$ cat config.mk
export PLATFORM = sky130hd
export DESIGN_NAME = qty_front_flat
export DESIGN_NICKNAME = d
export VERILOG_FILES = /design/src/design/qty_pkg.sv /design/src/design/qty_quat_if.sv /design/src/design/qty_front.sv /design/src/flat_wrapper.sv
export SDC_FILE = /design/constraint.sdc
export NUM_CORES = 2
export LEC_CHECK = 0
export ABC_CLOCK_PERIOD_IN_PS = 5200
export BUFFER_PORTS_ARGS = -buffer_cell sky130_fd_sc_hd__buf_2
export CAP_MARGIN = 20
export CELL_PAD_IN_SITES_DETAIL_PLACEMENT = 1
export CELL_PAD_IN_SITES_GLOBAL_PLACEMENT = 1
export CORE_MARGIN = 2
export CORE_UTILIZATION = 35
export CTS_BUF_LIST = sky130_fd_sc_hd__clkbuf_4
export CTS_CLUSTER_SIZE = 10
export DETAILED_ROUTE_END_ITERATION = 10
export PLACE_DENSITY_LB_ADDON = 0.3
export SYNTH_ARGS = -nofsm -noshare
export SYNTH_HDL_FRONTEND = slang
export SYNTH_SLANG_ARGS = --single-unit
$ cat constraint.sdc
create_clock -name clk -period 5.2 [get_ports clk]
set_input_delay 0.52 -clock clk [delete_from_list [all_inputs] [get_ports clk]]
set_output_delay 0.52 -clock clk [all_outputs]
set_load 0.1 [all_outputs]
$ cat src/design/qty_pkg.sv
// shared constants, types and the arctangent table for the quaternion-to-yaw block
// no dependencies; used by the interfaces and every design module
package qty_pkg;

    localparam int COMPONENT_WIDTH = 16;
    localparam int CORDIC_STEPS    = 16;
    localparam int ATAN_TAB_LEN    = 24;
    localparam int STEPS           = (CORDIC_STEPS > ATAN_TAB_LEN) ? ATAN_TAB_LEN : CORDIC_STEPS;
    localparam int STEP_IDX_W      = $clog2(ATAN_TAB_LEN);

    localparam int FRAC2   = 2 * (COMPONENT_WIDTH - 2);
    localparam int PROD_W  = 2 * COMPONENT_WIDTH;
    localparam int SHIFT_G = (PROD_W > 42) ? (PROD_W - 42) : 0;
    localparam int SUM_W   = PROD_W - SHIFT_G + 1;
    // room for cordic gain and the quarter-turn pre-rotation
    localparam int DATA_W  = SUM_W + 3;
    // angle accumulator, 2^31 = pi
    localparam int ACC_W   = 34;
    localparam int YAW_W   = 16;

    localparam logic signed [SUM_W-1:0] B_BIAS     = SUM_W'(1) << (FRAC2 - 1 - SHIFT_G);
    localparam logic signed [ACC_W-1:0] QUARTER    = ACC_W'(1) << 30;
    localparam logic signed [ACC_W-1:0] ROUND_BIAS = ACC_W'(1) << 15;

    typedef struct packed {
        logic                     zero;
        logic signed [DATA_W-1:0] xr;
        logic signed [DATA_W-1:0] yr;
        logic signed [ACC_W-1:0]  acc;
    } cordic_t;

    // atan(2^-i) / pi * 2^31, rounded
    function automatic logic signed [ACC_W-1:0] atan_entry(input logic [STEP_IDX_W-1:0] idx);
        logic signed [ACC_W-1:0] val;
        case (idx)
            5'd0:    val = ACC_W'(34'h020000000);
            5'd1:    val = ACC_W'(34'h012E4051E);
            5'd2:    val = ACC_W'(34'h009FB385B);
            5'd3:    val = ACC_W'(34'h0051111D4);
            5'd4:    val = ACC_W'(34'h0028B0D43);
            5'd5:    val = ACC_W'(34'h00145D7E1);
            5'd6:    val = ACC_W'(34'h000A2F61E);
            5'd7:    val = ACC_W'(34'h000517C55);
            5'd8:    val = ACC_W'(34'h00028BE53);
            5'd9:    val = ACC_W'(34'h000145F2F);
            5'd10:   val = ACC_W'(34'h0000A2F98);
            5'd11:   val = ACC_W'(34'h0000517CC);
            5'd12:   val = ACC_W'(34'h000028BE6);
            5'd13:   val = ACC_W'(34'h0000145F3);
            5'd14:   val = ACC_W'(34'h00000A2FA);
            5'd15:   val = ACC_W'(34'h00000517D);
            5'd16:   val = ACC_W'(34'h0000028BE);
            5'd17:   val = ACC_W'(34'h00000145F);
            5'd18:   val = ACC_W'(34'h000000A30);
            5'd19:   val = ACC_W'(34'h000000518);
            5'd20:   val = ACC_W'(34'h00000028C);
            5'd21:   val = ACC_W'(34'h000000146);
            5'd22:   val = ACC_W'(34'h0000000A3);
            5'd23:   val = ACC_W'(34'h000000051);
            default: val = '0;
        endcase
        return val;
    endfunction

endpackage

$ cat src/design/qty_quat_if.sv
// input channel: one quaternion per transaction
// depends on qty_pkg for the component width
interface qty_quat_if;
    logic                                          valid;
    logic                                          ready;
    logic signed [qty_pkg::COMPONENT_WIDTH-1:0]    quat_x;
    logic signed [qty_pkg::COMPONENT_WIDTH-1:0]    quat_y;
    logic signed [qty_pkg::COMPONENT_WIDTH-1:0]    quat_z;
    logic signed [qty_pkg::COMPONENT_WIDTH-1:0]    quat_w;

    modport source (output valid, output quat_x, output quat_y, output quat_z,
                    output quat_w, input ready);
    modport sink   (input valid, input quat_x, input quat_y, input quat_z,
                    input quat_w, output ready);
endinterface

$ cat src/design/qty_front.sv
// front end: products, the a/b sums and the half-plane pre-rotation, three stages
// depends on qty_pkg and qty_quat_if
module qty_front (
    input  logic             clk,
    input  logic             rst_n,
    qty_quat_if.sink         quat,
    output logic             out_valid,
    input  logic             out_ready,
    output qty_pkg::cordic_t out_data
);

    logic                                 p_valid_reg;
    logic signed [qty_pkg::PROD_W-1:0]    wz_reg, xy_reg, yy_reg, zz_reg;
    logic                                 s_valid_reg;
    logic signed [qty_pkg::SUM_W-1:0]     a_reg, b_reg;
    logic                                 r_valid_reg;
    qty_pkg::cordic_t                     r_data_reg;

    logic                                 p_ready, s_ready, r_ready;
    logic signed [qty_pkg::SUM_W-1:0]     a_next, b_next;
    logic signed [qty_pkg::DATA_W-1:0]    a_ext, b_ext;
    qty_pkg::cordic_t                     r_data_next;

    assign r_ready    = !r_valid_reg || out_ready;
    assign s_ready    = !s_valid_reg || r_ready;
    assign p_ready    = !p_valid_reg || s_ready;
    assign quat.ready = p_ready;

    assign a_next = qty_pkg::SUM_W'(wz_reg >>> qty_pkg::SHIFT_G)
                  + qty_pkg::SUM_W'(xy_reg >>> qty_pkg::SHIFT_G);
    assign b_next = qty_pkg::B_BIAS
                  - qty_pkg::SUM_W'(yy_reg >>> qty_pkg::SHIFT_G)
                  - qty_pkg::SUM_W'(zz_reg >>> qty_pkg::SHIFT_G);

    assign a_ext = qty_pkg::DATA_W'(a_reg);
    assign b_ext = qty_pkg::DATA_W'(b_reg);

    always_comb
    begin
        r_data_next.zero = (a_reg == '0) && (b_reg == '0);
        if (b_reg < 0)
        begin
            // left half plane: quarter turn into the right half first
            if (a_reg >= 0)
            begin
                r_data_next.xr  = a_ext;
                r_data_next.yr  = -b_ext;
                r_data_next.acc = qty_pkg::QUARTER;
            end
            else
            begin
                r_data_next.xr  = -a_ext;
                r_data_next.yr  = b_ext;
                r_data_next.acc = -qty_pkg::QUARTER;
            end
        end
        else
        begin
            r_data_next.xr  = b_ext;
            r_data_next.yr  = a_ext;
            r_data_next.acc = '0;
        end
    end

    always_ff @(posedge clk or negedge rst_n)
    begin
        if (!rst_n)
        begin
            p_valid_reg <= 1'b0;
            s_valid_reg <= 1'b0;
            r_valid_reg <= 1'b0;
        end
        else
        begin
            if (p_ready)
                p_valid_reg <= quat.valid;
            if (s_ready)
                s_valid_reg <= p_valid_reg;
            if (r_ready)
                r_valid_reg <= s_valid_reg;
        end
    end

    always_ff @(posedge clk)
    begin
        if (p_ready && quat.valid)
        begin
            wz_reg <= qty_pkg::PROD_W'(quat.quat_w) * qty_pkg::PROD_W'(quat.quat_z);
            xy_reg <= qty_pkg::PROD_W'(quat.quat_x) * qty_pkg::PROD_W'(quat.quat_y);
            yy_reg <= qty_pkg::PROD_W'(quat.quat_y) * qty_pkg::PROD_W'(quat.quat_y);
            zz_reg <= qty_pkg::PROD_W'(quat.quat_z) * qty_pkg::PROD_W'(quat.quat_z);
        end
        if (s_ready && p_valid_reg)
        begin
            a_reg <= a_next;
            b_reg <= b_next;
        end
        if (r_ready && s_valid_reg)
            r_data_reg <= r_data_next;
    end

    assign out_valid = r_valid_reg;
    assign out_data  = r_data_reg;

endmodule

$ cat src/flat_wrapper.sv
// flat-port wrapper written by rule: the top's interface ports become plain ports
module qty_front_flat 
  (clk, rst_n, out_valid, out_ready, out_data, quat_valid, quat_quat_x, quat_quat_y, quat_quat_z, quat_quat_w, quat_ready);
  qty_quat_if quat_i ();
  input  logic clk;
  input  logic rst_n;
  output logic out_valid;
  input  logic out_ready;
  output qty_pkg::cordic_t out_data;
  input wire logic [$bits(quat_i.valid)-1:0] quat_valid;
  input wire logic [$bits(quat_i.quat_x)-1:0] quat_quat_x;
  input wire logic [$bits(quat_i.quat_y)-1:0] quat_quat_y;
  input wire logic [$bits(quat_i.quat_z)-1:0] quat_quat_z;
  input wire logic [$bits(quat_i.quat_w)-1:0] quat_quat_w;
  output wire logic [$bits(quat_i.ready)-1:0] quat_ready;
  assign quat_i.valid = quat_valid;
  assign quat_i.quat_x = quat_quat_x;
  assign quat_i.quat_y = quat_quat_y;
  assign quat_i.quat_z = quat_quat_z;
  assign quat_i.quat_w = quat_quat_w;
  assign quat_ready = quat_i.ready;
  qty_front u_core (.clk(clk), .rst_n(rst_n), .quat(quat_i), .out_valid(out_valid), .out_ready(out_ready), .out_data(out_data));
endmodule
==> metrics.yaml <==
route:
  routed_via_density: 4.75
  post-route-drc-count: 0
  wl_per_cell_um: 18.4
  vias: 39100
  drtIter0Drc: 1480
  first_pass_iters: 5
  totalWireLength_um: 152000
  ant_nets: 0
job:
  max_cap_violations: 0
sta:
  fmax_mhz: 175
  hold_ws_ns: 0.429
  fin_crit_sh: 1.10
  maxSlewHeadroom: 0.303
  rsz0062_at_grt: "yes"
  setup_viol: 58
  tightest_slew_ns: 1.03
  maxSlewViolCount: 0
  min_period_ns: 5.71
  finalHoldViolations: 0
  fin_skew_ns: 0.0712
  setup_ws_ns: -0.505
critical_path:
  worst_path_max_delay_cell: "fa_2"
  r2r_start: "u_core.yy_reg[4]"
  startpoint: "quat_quat_y[3]"
  critical_path_class: "in2reg"
  setup.worst_path.end_class: "flop"
  worstPathCellList: "buf_12, buf_12, buf_4, and2_4, fa_2, buf_6, fa_1, fa_2, fa_2, fa_1, inv_2, fa_1, inv_2, ha_4, a21oi_4, o211ai_1, a21oi_2, buf_4, a21oi_4, a211o_1, a31oi_4, o21ai_2, xnor2_2"
  arrival_ns: 6.25
  worst_r2r_endpoint: "u_core.b_reg[32]"
  worst_setup_path_start_kind: "input pin"
  crit_fanout: 8
  rr_worst_depth: 13
  required_ns: 5.74
  reg2reg_slack_ns: 1.13
  cpPeakStageDelay_ns: 0.59
  cpLargestDelayFamily: "adder cells"
  path_buf_inv: 7
clock_network:
  cts_sinks: 270
  cts_htree_levels: 3
  cts.clk_slew.worst_paths_ns: 0.07
  clockBufferDepth: 3
  cts_tree: "built"
  clk_latency_ns: 0.81
  cts-root-buf: "clkbuf_4"
  cts_buffers: 72
global_route:
  gr-total-overflow: 0
  grt_pass1_wl_um: 244000
  grt_pass1_vias: 45100
  grt_max_degree: 71
  grt_usage: 0.206
  antenna_found_initial: 9
layout:
  fin_util: 0.452
  final_area_um2: 65800
  drive_gt1_frac: 0.266
  nNetsFinal: 7757
  stdcell_count: 8229
  largest_reg_flops: 75
  seqCellArea_um2: 8090
  multi_input_area_um2: 40100
  synthToLayoutAreaGrowth_pct: 28.3
  fill_cells: 16300
logic_synthesis:
  synthTopCellsByArea: "fa_1 39%, edfxtp_1 16%, ha_1 11%"
  ys_warn_count: 0
  syn_area_um2: 51300
  synth_edf_count: 267
  synth_top_area_cell: "fa_1"
  synth.avg_cell_area_um2: 9.73
  synth_top_area_frac: 0.388
  seq_area_frac_synth: 0.158
  async_flop_share: 0.0111
  syn_inst: 5270
  synth-seq-cells: 270
  ys_types: 77
  synth_ff_type: "edfxtp_1"
floorplan:
  die_h_um: 387
  die_w_um: 387
  io_pins: 177
  dieArea_um2: 150000
  fp-row-count: 140
  fp.coreArea_um2: 146000
  initial_core_util: 0.352
hold_path:
  whs_endpoint: "u_core.yy_reg[0]"
  whs_path_depth: 3
  worst_hold_path_type: "in2reg"
  min_from: "quat_quat_y[0]"
placement:
  postPlaceCellArea_um2: 60800
  gp_congestion: 0.863
  port_buffers: 146
  placedCellCount: 7943
  dp_hpwl_um: 126000
run_status:
  status: "finished with violations"
  violations: "negative setup slack"
-- cells by family after synthesis --
family | share of synthesized area
fa+ha+maj | 0.495
mux | 0.000976
flops | 0.158
xor+xnor | 0.0458
simple gates | 0.120
other cells | 0.0000732
compound gates | 0.0691
buf+inv | 0.111
-- placed cells by master (no fill, tap or decap), types with 23 or more instances in the layout --
master,n
nand2_1,398
a21oi_2,35
edfxtp_1,267
o21ai_0,56
xnor2_1,173
ha_1,385
nor3_1,31
and2_1,303
nor2b_1,23
a21oi_1,170
buf_6,90
ha_4,48
inv_2,71
fa_2,56
a21o_1,69
nand2_2,24
nand2b_1,43
nand3_1,23
clkbuf_4,94
conb_1,33
buf_4,792
o21a_1,24
inv_1,1205
buf_12,53
nor2_1,207
and2_4,45
xor2_1,66
fa_1,938
buf_2,100
buf_8,23
-- routing by layer --
layer,track usage,part of all wire,up-vias
li1,-,-,18100
met1,0.268,0.44,20200
met2,0.365,0.51,606
met3,0.0224,0.031,179
met4,0.0511,0.025,4
met5,0,0.00018,-
-- layout make-up --
type	count	share of cell area
Antenna cell	5	0.000190
Sequential cell	270	0.123
Tap cell	1917	0.0365
Inverter	1283	0.0737
Clock inverter	30	0.00363
Timing Repair Buffer	1079	0.143
Multi-Input combinational cell	3551	0.609
Clock buffer	94	0.0107
-- metrics by stage --
step                setup WS [ns]  setup TNS (ns)
floorplan                  -0.850          -28.10
global placement            -1.57          -86.48
detailed placement          -1.64          -94.11
CTS                        -0.393           -8.34
global route               -0.604          -21.00
finish                     -0.505          -13.94
-- how the worst max path moves through the flow --
| stage | to | slack (ns) | cells after the start |
|---|---|---|---|
| after floorplan | u_core.wz_reg[30] | -0.85 | 21 |
| after global placement | u_core.xy_reg[30] | -1.57 | 24 |
| after detailed placement | u_core.xy_reg[30] | -1.64 | 24 |
| after CTS | u_core.wz_reg[31] | -0.39 | 22 |
| after global routing | u_core.xy_reg[30] | -0.60 | 25 |
| final | u_core.xy_reg[31] | -0.51 | 23 |
-- tightest hold or removal path: stages --
cell and delay (ns):
buf_2 0.21, buf_4 0.15, buf_4 0.18
-- timing repair --
| action | 4_1_cts | 5_1_grt |
|---|---|---|
| cloned | 10 | 2 |
| resized for setup | 465 | 168 |
| endpoints found under the setup margin | 67 | 68 |
| hold buffers | 4 | 0 |
| pin swaps | 237 | 152 |
| hold endpoints to repair | 6 | 0 |
| buffers inserted | 141 | 45 |
-- synthesized netlist by cell type, types with 24 or more instances --
library cell	instances
and2_1	350
nor2b_1	26
o21ai_0	81
nand2_1	437
a21oi_1	221
xnor2_1	196
nand3_1	27
inv_1	1281
o21a_1	24
edfxtp_1	267
nand2b_1	45
xor2_1	72
nor3_1	36
fa_1	994
a21o_1	70
ha_1	438
buf_4	32
clkbuf_1	160
nor2_1	240
Power is not shown: default switching activity piles up to over one toggle a cycle in this logic, so the estimate is an artifact.
